[config.mk]
export PLATFORM = sky130hd
export DESIGN_NAME = deque_with_match_search
export DESIGN_NICKNAME = d
export VERILOG_FILES = /design/src/rtl/dqms_pkg.sv /design/src/rtl/deque_with_match_search.sv /design/src/rtl/dqms_ram.sv /design/src/rtl/dqms_ctrl.sv
export SDC_FILE = /design/constraint.sdc
export NUM_CORES = 1
export LEC_CHECK = 0
export BUFFER_PORTS_ARGS = -buffer_cell sky130_fd_sc_hd__buf_4
export CORE_MARGIN = 4
export CORE_UTILIZATION = 40
export DETAILED_ROUTE_END_ITERATION = 16
export GPL_TIMING_DRIVEN = 0
export PLACE_DENSITY_LB_ADDON = 0.2
export REMOVE_ABC_BUFFERS = 1
export SYNTH_ARGS = -nofsm -noshare
export SYNTH_HDL_FRONTEND = slang
export SYNTH_SLANG_ARGS = --single-unit
[constraint.sdc]
create_clock -name clk -period 11.1 [get_ports clk]
set_input_delay 1.11 -clock clk [delete_from_list [all_inputs] [get_ports clk]]
set_output_delay 1.11 -clock clk [all_outputs]
set_load 0.05 [all_outputs]
[src/rtl/dqms_pkg.sv]
// Shared definitions for the double-ended queue with match search.
// Holds request codes, status codes, the register map, the sequencer states
// and the store access struct. Depends on nothing.
package dqms_pkg;

    // Request codes carried in the mode field.
    localparam logic [3:0] MODE_ADD_FRONT    = 4'd0;
    localparam logic [3:0] MODE_ADD_BACK     = 4'd1;
    localparam logic [3:0] MODE_REMOVE_FRONT = 4'd2;
    localparam logic [3:0] MODE_REMOVE_BACK  = 4'd3;
    localparam logic [3:0] MODE_PEEK_FRONT   = 4'd4;
    localparam logic [3:0] MODE_PEEK_BACK    = 4'd5;
    localparam logic [3:0] MODE_FIND         = 4'd6;
    localparam logic [3:0] MODE_REMOVE_MATCH = 4'd7;
    localparam logic [3:0] MODE_CLEAR        = 4'd8;

    // Register index, taken from address bit 2.
    localparam logic REG_IDX_MATCH_MASK = 1'b0;

    // Reset value of the match mask.
    localparam logic [31:0] MATCH_MASK_RESET = 32'hFFFF_FFFF;

    // Status codes returned with every result word.
    typedef enum logic [1:0] {
        ST_OK      = 2'd0,
        ST_EMPTY   = 2'd1,
        ST_FULL    = 2'd2,
        ST_NOMATCH = 2'd3
    } status_t;

    // Sequencer states.
    typedef enum logic [1:0] {
        S_IDLE,
        S_RDATA,
        S_WALK,
        S_DONE
    } state_t;

    // Store access strobes.
    typedef struct packed {
        logic we;
        logic re;
    } mem_ctl_t;

endpackage

[src/rtl/deque_with_match_search.sv]
// Bounded double-ended queue of item words with find and remove-matching
// requests, kept in a ring store with a registered read port. Each accepted
// request gives exactly one result word. Find and remove matching walk the
// held entries through the store's single read port, one entry per cycle,
// and find stops at its first match. A new request is taken once the
// previous one has placed its result in the output register, even while that
// word still waits to be taken. The match mask register (address 0) selects
// the bits compared; it should be written only while the queue is idle.
// Depends on dqms_pkg, dqms_ctrl and dqms_ram.
module deque_with_match_search #(
    parameter int DEPTH      = 16,
    parameter int ITEM_WIDTH = 32
) (
    input  logic                            clk,
    input  logic                            rst_n,
    input  logic                            psel,
    input  logic                            penable,
    input  logic                            pwrite,
    input  logic [2:0]                      paddr,
    input  logic [31:0]                     pwdata,
    output logic [31:0]                     prdata,
    output logic                            pready,
    input  logic                            in_valid,
    output logic                            in_stall,
    input  logic [3:0]                      mode,
    input  logic [ITEM_WIDTH-1:0]           item_value,
    output logic                            out_valid,
    input  logic                            out_stall,
    output logic [ITEM_WIDTH-1:0]           result_value,
    output logic [1:0]                      status,
    output logic [$clog2(DEPTH+1)-1:0]      entry_count,
    output logic [$clog2(DEPTH+1)-1:0]      removed_count
);

    localparam int AW    = $clog2(DEPTH);
    localparam int CNT_W = $clog2(DEPTH+1);

    logic [31:0]            mask_reg, mask_next;
    logic [ITEM_WIDTH-1:0]  mask_w;
    logic [ITEM_WIDTH-1:0]  key_w;
    dqms_pkg::mem_ctl_t     mem_ctl;
    logic [AW-1:0]          mem_waddr;
    logic [ITEM_WIDTH-1:0]  mem_wdata;
    logic [AW-1:0]          mem_raddr;
    logic [ITEM_WIDTH-1:0]  mem_rdata;

    // Register port: pready held high, register chosen by address bit 2.
    assign pready = 1'b1;
    assign prdata = (paddr[2] == dqms_pkg::REG_IDX_MATCH_MASK) ? mask_reg : '0;

    always_comb
    begin
        mask_next = mask_reg;
        if (psel && penable && pwrite && (paddr[2] == dqms_pkg::REG_IDX_MATCH_MASK))
        begin
            mask_next = pwdata;
        end
    end

    always_ff @(posedge clk or negedge rst_n)
    begin
        if (!rst_n)
        begin
            mask_reg <= dqms_pkg::MATCH_MASK_RESET;
        end
        else
        begin
            mask_reg <= mask_next;
        end
    end

    // Item words and mask carry at most 32 significant bits.
    if (ITEM_WIDTH <= 32)
    begin : g_narrow
        assign mask_w = mask_reg[ITEM_WIDTH-1:0];
        assign key_w  = item_value;
    end
    else
    begin : g_wide
        assign mask_w = {{(ITEM_WIDTH-32){1'b0}}, mask_reg};
        assign key_w  = {{(ITEM_WIDTH-32){1'b0}}, item_value[31:0]};
    end

    // Request sequencer.
    dqms_ctrl #(
        .DEPTH      (DEPTH),
        .ITEM_WIDTH (ITEM_WIDTH),
        .AW         (AW),
        .CNT_W      (CNT_W)
    ) u_ctrl (
        .clk           (clk),
        .rst_n         (rst_n),
        .in_valid      (in_valid),
        .in_stall      (in_stall),
        .mode          (mode),
        .key_in        (key_w),
        .mask_in       (mask_w),
        .out_valid     (out_valid),
        .out_stall     (out_stall),
        .result_value  (result_value),
        .status        (status),
        .entry_count   (entry_count),
        .removed_count (removed_count),
        .mem_ctl       (mem_ctl),
        .mem_waddr     (mem_waddr),
        .mem_wdata     (mem_wdata),
        .mem_raddr     (mem_raddr),
        .mem_rdata     (mem_rdata)
    );

    // Ring store.
    dqms_ram #(
        .DEPTH      (DEPTH),
        .ITEM_WIDTH (ITEM_WIDTH),
        .AW         (AW)
    ) u_ram (
        .clk   (clk),
        .ctl   (mem_ctl),
        .waddr (mem_waddr),
        .wdata (mem_wdata),
        .raddr (mem_raddr),
        .rdata (mem_rdata)
    );

endmodule

[src/rtl/dqms_ram.sv]
// Ring store of the queue: one write port and one read port, read data registered.
// Uses dqms_pkg for the access strobe struct.
module dqms_ram #(
    parameter int DEPTH      = 16,
    parameter int ITEM_WIDTH = 32,
    parameter int AW         = 4
) (
    input  logic                   clk,
    input  dqms_pkg::mem_ctl_t     ctl,
    input  logic [AW-1:0]          waddr,
    input  logic [ITEM_WIDTH-1:0]  wdata,
    input  logic [AW-1:0]          raddr,
    output logic [ITEM_WIDTH-1:0]  rdata
);

    logic [ITEM_WIDTH-1:0] mem [DEPTH];
    logic [ITEM_WIDTH-1:0] rdata_reg;

    // Write and registered read; the sequencer never reads the entry it writes.
    always_ff @(posedge clk)
    begin
        if (ctl.we)
        begin
            mem[waddr] <= wdata;
        end
        if (ctl.re)
        begin
            rdata_reg <= mem[raddr];
        end
    end

    assign rdata = rdata_reg;

endmodule

[src/rtl/dqms_ctrl.sv]
// Request sequencer of the queue: front index, count, store walk and result register.
// Uses dqms_pkg for codes, states and the store access struct; drives dqms_ram.
module dqms_ctrl #(
    parameter int DEPTH      = 16,
    parameter int ITEM_WIDTH = 32,
    parameter int AW         = 4,
    parameter int CNT_W      = 5
) (
    input  logic                   clk,
    input  logic                   rst_n,
    input  logic                   in_valid,
    output logic                   in_stall,
    input  logic [3:0]             mode,
    input  logic [ITEM_WIDTH-1:0]  key_in,
    input  logic [ITEM_WIDTH-1:0]  mask_in,
    output logic                   out_valid,
    input  logic                   out_stall,
    output logic [ITEM_WIDTH-1:0]  result_value,
    output logic [1:0]             status,
    output logic [CNT_W-1:0]       entry_count,
    output logic [CNT_W-1:0]       removed_count,
    output dqms_pkg::mem_ctl_t     mem_ctl,
    output logic [AW-1:0]          mem_waddr,
    output logic [ITEM_WIDTH-1:0]  mem_wdata,
    output logic [AW-1:0]          mem_raddr,
    input  logic [ITEM_WIDTH-1:0]  mem_rdata
);

    localparam logic [CNT_W-1:0] FULL_COUNT = CNT_W'(DEPTH);
    localparam logic [AW-1:0]    LAST_SLOT  = AW'(DEPTH - 1);

    dqms_pkg::state_t  state_reg, state_next;
    logic [AW-1:0]          front_reg, front_next;
    logic [CNT_W-1:0]       count_reg, count_next;
    logic [CNT_W-1:0]       rd_off_reg, rd_off_next;
    logic [CNT_W-1:0]       kept_reg, kept_next;
    logic [CNT_W-1:0]       removed_reg, removed_next;
    logic                   rd_pend_reg, rd_pend_next;
    logic                   walk_rm_reg, walk_rm_next;
    logic [ITEM_WIDTH-1:0]  key_reg, key_next;
    logic [ITEM_WIDTH-1:0]  res_value_reg, res_value_next;
    dqms_pkg::status_t      res_status_reg, res_status_next;
    logic                   out_valid_reg, out_valid_next;
    logic [ITEM_WIDTH-1:0]  out_value_reg, out_value_next;
    dqms_pkg::status_t      out_status_reg, out_status_next;
    logic [CNT_W-1:0]       out_count_reg, out_count_next;
    logic [CNT_W-1:0]       out_removed_reg, out_removed_next;

    logic is_full;
    logic is_empty;
    logic is_access;
    logic is_walk;
    logic hit;
    logic walk_end;
    logic out_free;
    logic [AW-1:0] front_dec;

    // Ring slot of an offset from the front; the sum stays below twice DEPTH.
    function automatic logic [AW-1:0] slot_of(input logic [AW-1:0] base,
                                              input logic [CNT_W-1:0] off);
        logic [CNT_W:0] sum;
        sum = (CNT_W+1)'(base) + (CNT_W+1)'(off);
        if (sum >= (CNT_W+1)'(DEPTH))
        begin
            sum = sum - (CNT_W+1)'(DEPTH);
        end
        return sum[AW-1:0];
    endfunction

    // Request decode shared by the next-state and output logic.
    assign is_full   = (count_reg == FULL_COUNT);
    assign is_empty  = (count_reg == '0);
    assign is_access = (mode == dqms_pkg::MODE_REMOVE_FRONT) ||
                       (mode == dqms_pkg::MODE_REMOVE_BACK)  ||
                       (mode == dqms_pkg::MODE_PEEK_FRONT)   ||
                       (mode == dqms_pkg::MODE_PEEK_BACK);
    assign is_walk   = (mode == dqms_pkg::MODE_FIND) ||
                       (mode == dqms_pkg::MODE_REMOVE_MATCH);
    assign front_dec = (front_reg == '0) ? LAST_SLOT : front_reg - 1'b1;
    assign hit       = (((mem_rdata ^ key_reg) & mask_in) == '0);
    assign walk_end  = !rd_pend_reg && (rd_off_reg == count_reg);
    assign out_free  = !out_valid_reg || !out_stall;

    assign in_stall = (state_reg != dqms_pkg::S_IDLE);

    // Next state.
    always_comb
    begin
        state_next = state_reg;
        case (state_reg)
            dqms_pkg::S_IDLE:
            begin
                if (in_valid)
                begin
                    if (is_access && !is_empty)
                    begin
                        state_next = dqms_pkg::S_RDATA;
                    end
                    else if (is_walk && !is_empty)
                    begin
                        state_next = dqms_pkg::S_WALK;
                    end
                    else
                    begin
                        state_next = dqms_pkg::S_DONE;
                    end
                end
            end
            dqms_pkg::S_RDATA:
            begin
                state_next = dqms_pkg::S_DONE;
            end
            dqms_pkg::S_WALK:
            begin
                if ((rd_pend_reg && !walk_rm_reg && hit) || walk_end)
                begin
                    state_next = dqms_pkg::S_DONE;
                end
            end
            dqms_pkg::S_DONE:
            begin
                if (out_free)
                begin
                    state_next = dqms_pkg::S_IDLE;
                end
            end
            default:
            begin
                state_next = dqms_pkg::S_IDLE;
            end
        endcase
    end

    // Datapath, store accesses and result register.
    always_comb
    begin
        front_next       = front_reg;
        count_next       = count_reg;
        rd_off_next      = rd_off_reg;
        kept_next        = kept_reg;
        removed_next     = removed_reg;
        rd_pend_next     = rd_pend_reg;
        walk_rm_next     = walk_rm_reg;
        key_next         = key_reg;
        res_value_next   = res_value_reg;
        res_status_next  = res_status_reg;
        out_valid_next   = out_valid_reg && out_stall;
        out_value_next   = out_value_reg;
        out_status_next  = out_status_reg;
        out_count_next   = out_count_reg;
        out_removed_next = out_removed_reg;
        mem_ctl          = '0;
        mem_waddr        = '0;
        mem_wdata        = key_in;
        mem_raddr        = '0;

        case (state_reg)
            dqms_pkg::S_IDLE:
            begin
                if (in_valid)
                begin
                    key_next        = key_in;
                    walk_rm_next    = (mode == dqms_pkg::MODE_REMOVE_MATCH);
                    res_value_next  = '0;
                    res_status_next = dqms_pkg::ST_OK;
                    removed_next    = '0;
                    rd_pend_next    = 1'b0;
                    case (mode)
                        dqms_pkg::MODE_ADD_FRONT:
                        begin
                            if (is_full)
                            begin
                                res_status_next = dqms_pkg::ST_FULL;
                            end
                            else
                            begin
                                front_next = front_dec;
                                count_next = count_reg + 1'b1;
                                mem_ctl.we = 1'b1;
                                mem_waddr  = front_dec;
                            end
                        end
                        dqms_pkg::MODE_ADD_BACK:
                        begin
                            if (is_full)
                            begin
                                res_status_next = dqms_pkg::ST_FULL;
                            end
                            else
                            begin
                                count_next = count_reg + 1'b1;
                                mem_ctl.we = 1'b1;
                                mem_waddr  = slot_of(front_reg, count_reg);
                            end
                        end
                        dqms_pkg::MODE_REMOVE_FRONT,
                        dqms_pkg::MODE_PEEK_FRONT:
                        begin
                            if (is_empty)
                            begin
                                res_status_next = dqms_pkg::ST_EMPTY;
                            end
                            else
                            begin
                                mem_ctl.re = 1'b1;
                                mem_raddr  = front_reg;
                                if (mode == dqms_pkg::MODE_REMOVE_FRONT)
                                begin
                                    front_next   = slot_of(front_reg, CNT_W'(1));
                                    count_next   = count_reg - 1'b1;
                                    removed_next = CNT_W'(1);
                                end
                            end
                        end
                        dqms_pkg::MODE_REMOVE_BACK,
                        dqms_pkg::MODE_PEEK_BACK:
                        begin
                            if (is_empty)
                            begin
                                res_status_next = dqms_pkg::ST_EMPTY;
                            end
                            else
                            begin
                                mem_ctl.re = 1'b1;
                                mem_raddr  = slot_of(front_reg, count_reg - 1'b1);
                                if (mode == dqms_pkg::MODE_REMOVE_BACK)
                                begin
                                    count_next   = count_reg - 1'b1;
                                    removed_next = CNT_W'(1);
                                end
                            end
                        end
                        dqms_pkg::MODE_FIND,
                        dqms_pkg::MODE_REMOVE_MATCH:
                        begin
                            res_status_next = dqms_pkg::ST_NOMATCH;
                            kept_next       = '0;
                            if (!is_empty)
                            begin
                                mem_ctl.re   = 1'b1;
                                mem_raddr    = front_reg;
                                rd_off_next  = CNT_W'(1);
                                rd_pend_next = 1'b1;
                            end
                        end
                        dqms_pkg::MODE_CLEAR:
                        begin
                            removed_next = count_reg;
                            count_next   = '0;
                            front_next   = '0;
                        end
                        default:
                        begin
                        end
                    endcase
                end
            end
            dqms_pkg::S_RDATA:
            begin
                res_value_next = mem_rdata;
            end
            dqms_pkg::S_WALK:
            begin
                // Judge the word read last cycle; compact survivors toward the front.
                if (rd_pend_reg)
                begin
                    if (!walk_rm_reg)
                    begin
                        if (hit)
                        begin
                            res_value_next  = mem_rdata;
                            res_status_next = dqms_pkg::ST_OK;
                        end
                    end
                    else if (hit)
                    begin
                        removed_next = removed_reg + 1'b1;
                    end
                    else
                    begin
                        mem_ctl.we = 1'b1;
                        mem_waddr  = slot_of(front_reg, kept_reg);
                        mem_wdata  = mem_rdata;
                        kept_next  = kept_reg + 1'b1;
                    end
                end
                // Issue the read of the next entry while any remain.
                if ((rd_off_reg != count_reg) && !(rd_pend_reg && !walk_rm_reg && hit))
                begin
                    mem_ctl.re   = 1'b1;
                    mem_raddr    = slot_of(front_reg, rd_off_reg);
                    rd_off_next  = rd_off_reg + 1'b1;
                    rd_pend_next = 1'b1;
                end
                else
                begin
                    rd_pend_next = 1'b0;
                end
                // All entries judged: settle the count after compaction.
                if (walk_end && walk_rm_reg)
                begin
                    count_next      = kept_reg;
                    res_status_next = (removed_reg == '0) ? dqms_pkg::ST_NOMATCH
                                                          : dqms_pkg::ST_OK;
                end
            end
            dqms_pkg::S_DONE:
            begin
                if (out_free)
                begin
                    out_valid_next   = 1'b1;
                    out_value_next   = res_value_reg;
                    out_status_next  = res_status_reg;
                    out_count_next   = count_reg;
                    out_removed_next = removed_reg;
                end
            end
            default:
            begin
            end
        endcase
    end

    // Control registers.
    always_ff @(posedge clk or negedge rst_n)
    begin
        if (!rst_n)
        begin
            state_reg     <= dqms_pkg::S_IDLE;
            front_reg     <= '0;
            count_reg     <= '0;
            rd_pend_reg   <= 1'b0;
            out_valid_reg <= 1'b0;
        end
        else
        begin
            state_reg     <= state_next;
            front_reg     <= front_next;
            count_reg     <= count_next;
            rd_pend_reg   <= rd_pend_next;
            out_valid_reg <= out_valid_next;
        end
    end

    // Payload registers.
    always_ff @(posedge clk)
    begin
        rd_off_reg      <= rd_off_next;
        kept_reg        <= kept_next;
        removed_reg     <= removed_next;
        walk_rm_reg     <= walk_rm_next;
        key_reg         <= key_next;
        res_value_reg   <= res_value_next;
        res_status_reg  <= res_status_next;
        out_value_reg   <= out_value_next;
        out_status_reg  <= out_status_next;
        out_count_reg   <= out_count_next;
        out_removed_reg <= out_removed_next;
    end

    assign out_valid     = out_valid_reg;
    assign result_value  = out_value_reg;
    assign status        = out_status_reg;
    assign entry_count   = out_count_reg;
    assign removed_count = out_removed_reg;

    // The held count never exceeds the store depth.
    a_count_bound: assert property (@(posedge clk) disable iff (!rst_n)
        count_reg <= FULL_COUNT)
        else $error("held count above depth");

    // A compaction write never lands on the entry being read in the same cycle.
    a_no_rw_clash: assert property (@(posedge clk) disable iff (!rst_n)
        (mem_ctl.we && mem_ctl.re) |-> (mem_waddr != mem_raddr))
        else $error("store read and write hit the same entry");

    // A finished result waits while the output word is still held.
    a_done_waits: assert property (@(posedge clk) disable iff (!rst_n)
        (state_reg == dqms_pkg::S_DONE && out_valid_reg && out_stall)
        |=> (state_reg == dqms_pkg::S_DONE))
        else $error("result left before the output word was taken");

    // Entries held plus entries removed never exceed the depth.
    a_out_counts: assert property (@(posedge clk) disable iff (!rst_n)
        out_valid_reg |-> ((CNT_W+1)'(out_count_reg) + (CNT_W+1)'(out_removed_reg)
                           <= (CNT_W+1)'(DEPTH)))
        else $error("reported counts exceed depth");

endmodule

# Yosys cells after proc, flatten, opt, wreduce, memory -nomap -nowiden
# Memory sizes are Yosys's and may differ from the RTL's. A register that Yosys moved wholly into a read port is not among the register bits.
# Index checks and enable logic that the tools add are counted.
# word_totals
reg_bits	171
latch_bits	0
mem_bits_rw	512
romBits	0
input_bits	78
output_inout_bits	79
word_cells	228
mem_count	1
# memory_table
memory	words	width	rd	rd_ports_with_merged_regs	wr	line	rtl
u_ram.mem	16	32	1	1	1	dqms_ram.sv:16	logic [ITEM_WIDTH-1:0] mem [DEPTH];
# classes
add_sub_neg	16
mul	0
div_mod_pow	0
order_cmp	5
n_eq_ne	38
shift	0
muxes	97
bitwise	3
n_reduce_logical	51
# op_table
cell	n
2-to-1 mux 32 bit	9
2-to-1 mux 5 bit	22
case mux 32 bit (3 select lines)	1
2-to-1 mux 4 bit	19
case mux 5 bit (2 select lines)	4
AND 32 bit	1
logical NOT 32 bit	1
case mux 4 bit (2 select lines)	4
XOR 32 bit	1
adder 4 x 5 -> 6 bit	4
>= comparator 6 x 5 -> 1 bit (second input constant)	4
2-to-1 mux 2 bit	12
subtractor 4 x 1 -> 4 bit (second input constant)	6
adder 5 x 1 -> 5 bit (second input constant)	4
case mux 5 bit (4 select lines)	1
AND reduction 5 bit	4
2-to-1 mux 1 bit	18
inequality test 2 x 1 -> 1 bit (second input constant)	9
== test 4 x 3 -> 1 bit (second input constant)	4
case mux 5 bit (3 select lines)	1
inequality test 2 bit (second input constant)	6
inequality test 3 bit (second input constant)	4
case mux 4 bit (3 select lines)	1
AND reduction 6 bit	2
33 further kinds	68

# Longest topological paths before layout
# Gate-level depths: netlist of the first run.
# depth
depth_word	10
mapped_depth	18
ltp_nobuf	13

# By module
# From an unflattened synthesis of the first run, not the netlist that was laid out.
# hier_totals
cells_unflattened	1500
area_unflattened_um2	28876.4
# modules_own_cells
mod	n_inst	cells_each	area_each_um2	seq_area_each_um2
dqms_ram	1	838	20155.6	16335.7
dqms_ctrl	1	557	7126.8	4108.9
deque_with_match_search	1	105	1594.0	840.8

# Worst setup path before layout of the first run
# No wires, ideal clock.
# synth_path
path_type	register -> register
start	reg u_ram.rdata_reg[14] (netlist: u_ram.rdata[14]), read port of u_ram.mem
end	mem u_ram.mem[0][0] (enable)
setup_ns	0.461
arrival_ns	4.591
t_required_ns	10.639
path_slack_ns	6.048
stages_incl_launch_ff	11
path_buffers	1
period_less_slack_ns	5.052
path_cell_list	edfxtp_1 -> xor2_1 -> a22oi_1 -> nand4_1 -> or4_1 -> buf_2 -> nand4_1 -> clkinv_1 -> a2bb2oi_1 -> nand2_1 -> nor3_1
# synth_between
elab_chain_len	9
# synth_lines
element	line	rtl
from (decl)	dqms_ram.sv:17	logic [ITEM_WIDTH-1:0] rdata_reg;
XOR 32 bit (*)	dqms_ctrl.sv:80	assign hit = (((mem_rdata ^ key_reg) & mask_in) == '0);
AND 32 bit (*)	dqms_ctrl.sv:80	
logical NOT 32 bit (*)	dqms_ctrl.sv:80	
2-to-1 mux 1 bit	dqms_ctrl.sv:275	else if (hit)
2-to-1 mux 1 bit	dqms_ctrl.sv:267	if (!walk_rm_reg)
2-to-1 mux 1 bit	dqms_ctrl.sv:265	if (rd_pend_reg)
case mux 2 bit (2 select lines)	dqms_ctrl.sv:157	case (state_reg)
2-to-1 mux 1 bit	dqms_ram.sv:22	if (ctl.we)
2-to-1 mux 1 bit (not written as such)	dqms_ram.sv:24	mem[waddr] <= wdata;
to (decl)	dqms_ram.sv:16	
# Every way passes the cells marked *; elsewhere a longest branch is shown, timed or not.

# Worst setup path after layout of the first run
# layout_path
start	reg u_ram.rdata_reg[6] (netlist: u_ram.rdata[6]), read port of u_ram.mem
end	mem u_ram.mem[3][5] (enable)
# Same word-level chain as after synthesis.

==> results of run 1 <==
[report_power, final]
part	total [W]	internal [W]	switching, W	leakage [nW]
Combinational	0.00387	0.00145	0.00242	5.04
Clock	0.00265	0.00156	0.00109	1.29
Sequential	0.00379	0.00354	0.000249	6.61
Total	0.0103	0.00655	0.00376	12.9
[per-stage QoR]
step                      setup slack (ps)  cells  total power (W)
after CTS                             5510   3258           0.0104
after global placement               -4810   3034          0.00772
after floorplan                       2220   1922          0.00627
after global routing                  5380   3259           0.0108
after detailed placement              5550   3108          0.00771
final                                 5560   3259           0.0103
[cells by family after synthesis]
| kind of cell | after synthesis | share of synthesized area |
|---|---|---|
| DFF | 715 | 0.713 |
| and+or+nand+nor | 597 | 0.0932 |
| AOI/OAI and AO/OA | 276 | 0.0661 |
| muxes | 220 | 0.0774 |
| buffers and inverters | 135 | 0.0190 |
| xor gates and xnor gates | 60 | 0.0176 |
| adders and majority gates | 30 | 0.0135 |
| other | 1 | 0.000126 |
[layout make-up]
class | count | share of cell area
flip-flops and latches | 715 | 0.590
clock inverters | 49 | 0.0145
well taps | 959 | 0.0333
inverters | 23 | 0.00243
clock buffers | 101 | 0.0589
repair buffers | 228 | 0.0724
multi-input cells | 1184 | 0.228
[layer usage]
layer | up-vias | wire, um | track usage
li1 | 8149 | - | -
met1 | 9261 | 37400 | 0.303
met2 | 663 | 37000 | 0.317
met3 | 117 | 5580 | 0.0353
met4 | 0 | 1790 | 0.0535
met5 | - | 0 | 0
[worst max-delay path by stage]
stage,cells past startpoint,slack [ps],to
detailed placement,11,5550,u_ram.mem[3][2]$_DFFE_PP_
floorplan,9,2220,u_ram.rdata[25]$_DFFE_PP_
CTS,11,5510,u_ram.mem[3][5]$_DFFE_PP_
global placement,11,-4810,u_ram.rdata[4]$_DFFE_PP_
global route,11,5380,u_ram.mem[3][5]$_DFFE_PP_
finish,11,5560,u_ram.mem[3][5]$_DFFE_PP_
[worst register-to-register path, cell delays in order, from the launching register on]
cell       delay [ps]
edfxtp_1          420
xor2_1            160
a22oi_1           480
nand4_1           370
or4_1             820
nand4_1           350
buf_8             220
clkinv_2          430
a2bb2oi_1         500
nand2_1           310
nor2_4            850
buf_12            300
[cells in the final DEF, fill, tap and decap left out, drive strengths merged, types with 13 or more instances in the layout]
| cell | instances |
|---|---|
| buf | 228 |
| nor2 | 56 |
| dfstp | 32 |
| clkinv | 38 |
| and2 | 42 |
| o22ai | 33 |
| inv | 24 |
| xor2 | 45 |
| dfrtp | 13 |
| o21ai | 26 |
| a211o | 19 |
| xnor2 | 15 |
| and3 | 17 |
| nor2b | 34 |
| nand3 | 56 |
| edfxtp | 670 |
| a22oi | 28 |
| nand4 | 25 |
| nor3 | 62 |
| a21oi | 57 |
| mux2 | 57 |
| a211oi | 18 |
| o211ai | 13 |
| clkbuf | 101 |
| nand2 | 280 |
| ha | 25 |
| mux2i | 160 |
==> out/summary.log, run 1 <==
INFO  sta            fin_skew=32.8ps
INFO  setup_path     slowest_delay=850ps
INFO  setup_path     timing.critical_path.max_delay_family=simple AND/OR/NAND/NOR gates
INFO  run_status     outcome=completed
INFO  synth          ys_seq_area_frac=0.713
INFO  route          ant_nets=0
INFO  placement      post_dp_cell_area=33400um2
INFO  final_layout   insertedDiodeCount=0
INFO  setup_path     crit-reg2reg-capture=u_ram.mem[3][5]$_DFFE_PP_
INFO  clock_network  cts_made_buffers=81
INFO  setup_path     critical_path_peak_fanout=18
INFO  floorplanning  initial_core_utilization=0.406
INFO  sta            finalCritPeriodShare=0.499
INFO  synth          synth_enable_flop_cells=670
INFO  global_routing first_global_vias=18037
INFO  global_routing grt_first_pass_wirelength=120000um
INFO  final_layout   utilization=0.491
INFO  synth          syn_avg_cell_area=14.7um2
INFO  setup_path     critical_path.most_common_cell=nand4_1
INFO  clock_network  clock_sinks=715
INFO  synth          synth_area=29800um2
INFO  clock_network  clk_root_buffer_cell=clkbuf_16
INFO  setup_path     crit_path_start_kind=flip-flop
INFO  synth          synth_top_area_frac=0.674
INFO  route          drt_drc_violations_left=0
INFO  synth          ys_async_sr_fraction=0.0629
INFO  floorplanning  std_cell_rows=99
INFO  global_routing grt.overflow.total=0
INFO  sta            unrepaired_setup_endpoints_after_global_routing=false
INFO  sta            max-slew-margin-rel=0.236
INFO  sta            final.setup.tns=0ps
INFO  setup_path     cp_data_required_time=11410ps
INFO  sta            max_slew.worst_pin.slew=1140ps
INFO  route          routed_length_per_placed_instance=25.1um
INFO  global_routing grt_antenna_before_repair=1
INFO  setup_path     slowest_cell_on_the_critical_path=nor2_4
INFO  final_layout   postLayoutCellArea=36000um2
INFO  min_path       worstHoldPathCells=0
INFO  synth          synth_largest_area_cell=edfxtp_1
INFO  route          vias=18190
INFO  final_layout   drive_above_1_share=0.206
INFO  setup_path     worstSetupPathType=reg -> reg
INFO  power          power.leakage=12.9nW
INFO  clock_network  post_cts_hold_buffer_count=0
INFO  setup_path     end_kind=flip-flop
INFO  route          number_of_detailed_route_iterations_in_the_first_pass=5
INFO  final_layout   number_of_flip_flops_in_the_largest_register=512
INFO  floorplanning  num_io_pins=157
INFO  route          drt_first_iter_violations=1627
INFO  sta            setup_viol_count_final=0
INFO  clock_network  cts_tree=built
INFO  synth          synth.yosys.warnings=0
INFO  final_layout   filler_cell_count=6221
INFO  setup_path     regToRegStartpoint=u_ram.rdata[6]$_DFFE_PP_
INFO  floorplanning  die_area=79100um2
INFO  global_routing grt_usage=0.205
INFO  placement      detailedPlacementHpwl=52700um
INFO  synth          ys.flop_type=edfxtp_1
INFO  final_layout   register_area=21300um2
INFO  setup_path     worstRegToRegCells=11
INFO  final_layout   regMostFlops=u_ram.mem
INFO  sta            layout_min_cycle_time=5540ps
INFO  setup_path     worstPathCellList=xor2_1 -> a22oi_1 -> nand4_1 -> or4_1 -> nand4_1 -> buf_8 -> clkinv_2 -> a2bb2oi_1 -> nand2_1 -> nor2_4 -> buf_12
INFO  synth          synth.lib_cells_used.distinct=72
INFO  min_path       holdCritPathClass=reg -> reg
INFO  setup_path     startpoint=u_ram.rdata[6]$_DFFE_PP_
INFO  floorplanning  die_w=281um
INFO  sta            fmaxAchievable=0.180GHz
INFO  clock_network  cts_max_level=3
INFO  synth          synth.ff_latch_count=715
INFO  synth          yosysMostFrequentCell=edfxtp_1
INFO  global_routing pin_count_of_the_biggest_net_entering_global_routing=59
INFO  power          max-vdd-ir-drop=0.247mV
INFO  synth          synthesized_instance_count=2034
INFO  setup_path     critPathBufInv=3
INFO  floorplanning  placeableCoreArea=73500um2
INFO  setup_path     worst_case_register_to_register_setup_slack=5560ps
INFO  placement      port_buffers=153
INFO  clock_network  post-cts-setup-buffer-count=0
INFO  floorplanning  chipHeight=281um
INFO  run            maxCapViolations=0
INFO  clock_network  cts_buffer_depth=3
INFO  synth          synth_area_leaders=edfxtp_1 67%, mux2i_1 5.4%, nand2_1 3.5%, dfstp_2 2.8%, mux2_2 2.2%
INFO  route          route.final.wire_length=81800um
INFO  final_layout   nets=2340
INFO  final_layout   area_delta_synth_final=20.8%
INFO  clock_network  cts.repair.resized=0
INFO  sta            finalMaxSlewViolations=0
INFO  min_path       min-delay-start=u_ctrl.res_value_reg[14]$_SDFFCE_PN0P_
INFO  clock_network  clkTransAtPathRegs=60ps
INFO  placement      gpl.final_weighted_congestion=0.789
INFO  clock_network  insertion_delay=640ps
INFO  power          cellPowerDensity=286nW/um2
INFO  min_path       hold_crit_endpoint=u_ctrl.result_value[14]$_DFFE_PP_
INFO  setup_path     cp.arrival=5850ps
INFO  sta            final-hold-violation-count=0
INFO  sta            final.hold.worst_slack=418ps
INFO  route          via_per_inst=5.58
INFO  synth          synth_common_cells=670 x edfxtp_1, 280 x nand2_1, 160 x mux2i_1
INFO  final_layout   area_taken_by_multi_input_logic_gates=8220um2
No activity file was read; power rests on OpenSTA's default activity.
==> run 2: changes to the inputs <==
ABC_AREA = 1   (was default)
clock period = 4.7 ns   (was 11.1 ns; I/O delays follow)
==> out/summary.log, run 2 <==
INFO  run_status     outcome=completed
INFO  setup_path     critical_path_peak_fanout=70
INFO  global_routing first_global_vias=21816
INFO  synth          ys_seq_area_frac=0.670
INFO  final_layout   area_delta_synth_final=17.8%
INFO  run            maxCapViolations=0
INFO  route          wl_met1=38100um
INFO  clock_network  cts_made_buffers=80
INFO  final_layout   layout_commonest_cell=nand2_1
INFO  global_routing grt_first_pass_wirelength=133000um
INFO  route          vias=22321
INFO  synth          synth_area=31800um2
INFO  route          top_layer=met4
INFO  route          drt_first_iter_violations=2010
INFO  sta            final_critical_path_setup_slack=213ps
INFO  synth          synth.yosys.warnings=0
INFO  placement      dpl_worst_slack=-941ps
INFO  route          met3_length=6310um
INFO  setup_path     worstSetupPathType=reg -> reg
INFO  global_routing grt_usage=0.206
INFO  floorplanning  die_area=84000um2
INFO  route          routed_length_per_placed_instance=20.5um
INFO  final_layout   insertedDiodeCount=0
INFO  sta            finalCritPeriodShare=0.955
INFO  setup_path     end_kind=flip-flop
INFO  clock_network  clock_sinks=715
INFO  route          number_of_detailed_route_iterations_in_the_first_pass=5
INFO  synth          synthesized_instance_count=3054
INFO  final_layout   number_of_flip_flops_in_the_largest_register=512
INFO  placement      port_buffers=153
INFO  route          route.met2.wl=41700um
INFO  floorplanning  placeableCoreArea=78900um2
INFO  power          max-vdd-ir-drop=0.552mV
INFO  min_path       holdCritPathClass=in -> reg
INFO  synth          ys.flop_type=edfxtp_1
INFO  route          drt_drc_violations_left=0
INFO  synth          synth_largest_area_cell=edfxtp_1
INFO  sta            unrepaired_setup_endpoints_after_global_routing=false
INFO  sta            final.hold.worst_slack=40.7ps
INFO  global_routing grt.overflow.total=0
INFO  clock_network  clkTransAtPathRegs=60ps
INFO  clock_network  cts_tree=built
INFO  setup_path     cp_data_required_time=5050ps
INFO  final_layout   drive_above_1_share=0.131
INFO  synth          synth_area_leaders=edfxtp_1 63%, nand3_1 9.8%, nand2_1 9.2%, inv_1 5.0%, dfstp_2 2.6%
INFO  route          ant_nets=0
INFO  sta            max-slew-margin-rel=0.260
INFO  clock_network  cts_max_level=3
INFO  clock_network  cts_buffer_depth=3
INFO  floorplanning  std_cell_rows=103
INFO  placement      gpl.final_weighted_congestion=0.830
INFO  synth          yosysMostFrequentCell=nand2_1
INFO  clock_network  clk_root_buffer_cell=clkbuf_16
INFO  sta            max_slew.worst_pin.slew=1100ps
INFO  floorplanning  num_io_pins=157
INFO  final_layout   nets=3322
INFO  placement      detailedPlacementHpwl=50300um
INFO  synth          synth.lib_cells_used.distinct=42
INFO  power          power.leakage=15.7nW
INFO  final_layout   mostFrequentLayoutCells=776 x nand2_1, 670 x edfxtp_1, 625 x nand3_1, 421 x inv_1, 186 x buf_4
INFO  synth          ys_async_sr_fraction=0.0629
INFO  floorplanning  die_w=290um
INFO  power          cellPowerDensity=638nW/um2
INFO  sta            fmaxAchievable=0.223GHz
INFO  sta            fin_skew=30.9ps
INFO  global_routing grt_antenna_before_repair=1
INFO  sta            layout_min_cycle_time=4490ps
INFO  setup_path     crit_path_start_kind=flip-flop
INFO  synth          syn_avg_cell_area=10.4um2
INFO  route          via_per_inst=5.15
INFO  synth          synth.ff_latch_count=715
INFO  setup_path     cp.arrival=4840ps
INFO  sta            final-hold-violation-count=0
INFO  floorplanning  chipHeight=290um
INFO  final_layout   regMostFlops=u_ram.mem
INFO  sta            setup_viol_count_final=0
INFO  synth          synth_enable_flop_cells=670
INFO  global_routing pin_count_of_the_biggest_net_entering_global_routing=138
INFO  clock_network  insertion_delay=630ps
INFO  synth          synth_top_area_frac=0.633
INFO  floorplanning  initial_core_utilization=0.403
INFO  synth          synth_common_cells=780 x nand2_1, 670 x edfxtp_1, 625 x nand3_1
INFO  sta            finalMaxSlewViolations=0
INFO  route          route.final.wire_length=88900um
## run 2: cell count changes after synthesis, moves of 34 or more
cell | previous run | this run
nand3_1 | 56 | 625
nand2_1 | 280 | 780
inv_1 | 21 | 424
mux2i_1 | 160 | 0
nor2_1 | 55 | 125
nor3_1 | 62 | 2
mux2_2 | 57 | 0
and2_1 | 42 | 0
buf_2 | 39 | 75
o21ai_0 | 26 | 61
nor2b_1 | 34 | 0
## run 2: timing repair
action | 4_1_cts | 5_1_grt
gates cloned | 4 | 1
setup endpoints to repair | 708 | 211
buffers inserted | 15 | 17
pin swaps | 10 | 8
hold buffers | 2 | 0
endpoints found under the hold margin | 14 | 0
resized for setup | 5 | 5
## run 2: logic make-up after synthesis
group	count (synthesis)	share of synthesized area
simple gates	1552	0.210
flops	715	0.670
buf+inv	592	0.0760
compound gates	141	0.0247
fa+ha+maj	29	0.0124
xor+xnor	24	0.00662
other cells	1	0.000118
## run 2: power by group
group,total [W],switching [W],internal (W)
Clock,0.00589,0.00247,0.00341
Combinational,0.00901,0.00633,0.00268
Sequential,0.00897,0.000516,0.00846
## run 2: cell type report
cell class / instances / area (um2)
Clock buffer: 108 / 2180
Clock inverter: 39 / 275
Fill cell: 7149 / 41500
Inverter: 433 / 1640
Multi-Input combinational cell: 1750 / 8340
Sequential cell: 715 / 21300
Tap cell: 1050 / 1310
Timing Repair Buffer: 234 / 2380
Timing Repair inverter: 1 / 5.00
## run 2: final timing paths
kind	start	to	slack, ps	depth (start not counted)
worst min register to register	u_ctrl.res_value_reg[11]$_SDFFCE_PN0P_	u_ctrl.result_value[11]$_DFFE_PP_	420	0
max in group asynchronous	rst_n	u_ctrl.front_reg[3]$_DFFE_PN0P_	3640	2
min in group asynchronous	rst_n	u_ctrl.out_valid$_DFF_PN0_	520	2
worst min-delay path	item_value[26]	u_ctrl.key_reg[26]$_DFFE_PP_	40	1
worst max-delay path	u_ctrl.count_reg[0]$_DFFE_PN0P_	u_ram.rdata[15]$_DFFE_PP_	210	15
worst max register to register	u_ctrl.count_reg[0]$_DFFE_PN0P_	u_ram.rdata[15]$_DFFE_PP_	210	15
## run 2: metal layers
layer | up-vias | global-route usage
li1 | 10516 | -
met3 | 160 | 0.0303
met2 | 802 | 0.341
met4 | 0 | 0.0747
met5 | - | 0
met1 | 10843 | 0.278
## run 2: metrics by stage
step                instance area (um2)  std cells  power [W]  TNS [ps]  utilization
finish                            37400       4330     0.0239         0        0.474
global route                      37400       4330     0.0253         0        0.474
CTS                               37200       4310     0.0240         0        0.472
detailed placement                34600       4142     0.0180   -367150        0.438
global placement                  33400       4098     0.0172  -3791010        0.424
floorplan                         31000       2895     0.0147   -159340            -
## run 2: critical path, stage by stage (launching register included)
cell and delay, ps:
dfrtp_1 540, inv_1 250, ha_1 290, nand3_2 150, inv_1 110, a211oi_4 600, nand2_1 270, nand2_8 270
buf_16 310, buf_16 350, inv_8 220, buf_16 330, nand3_1 140, nand3_1 100, nand3_1 120, nand2_1 80
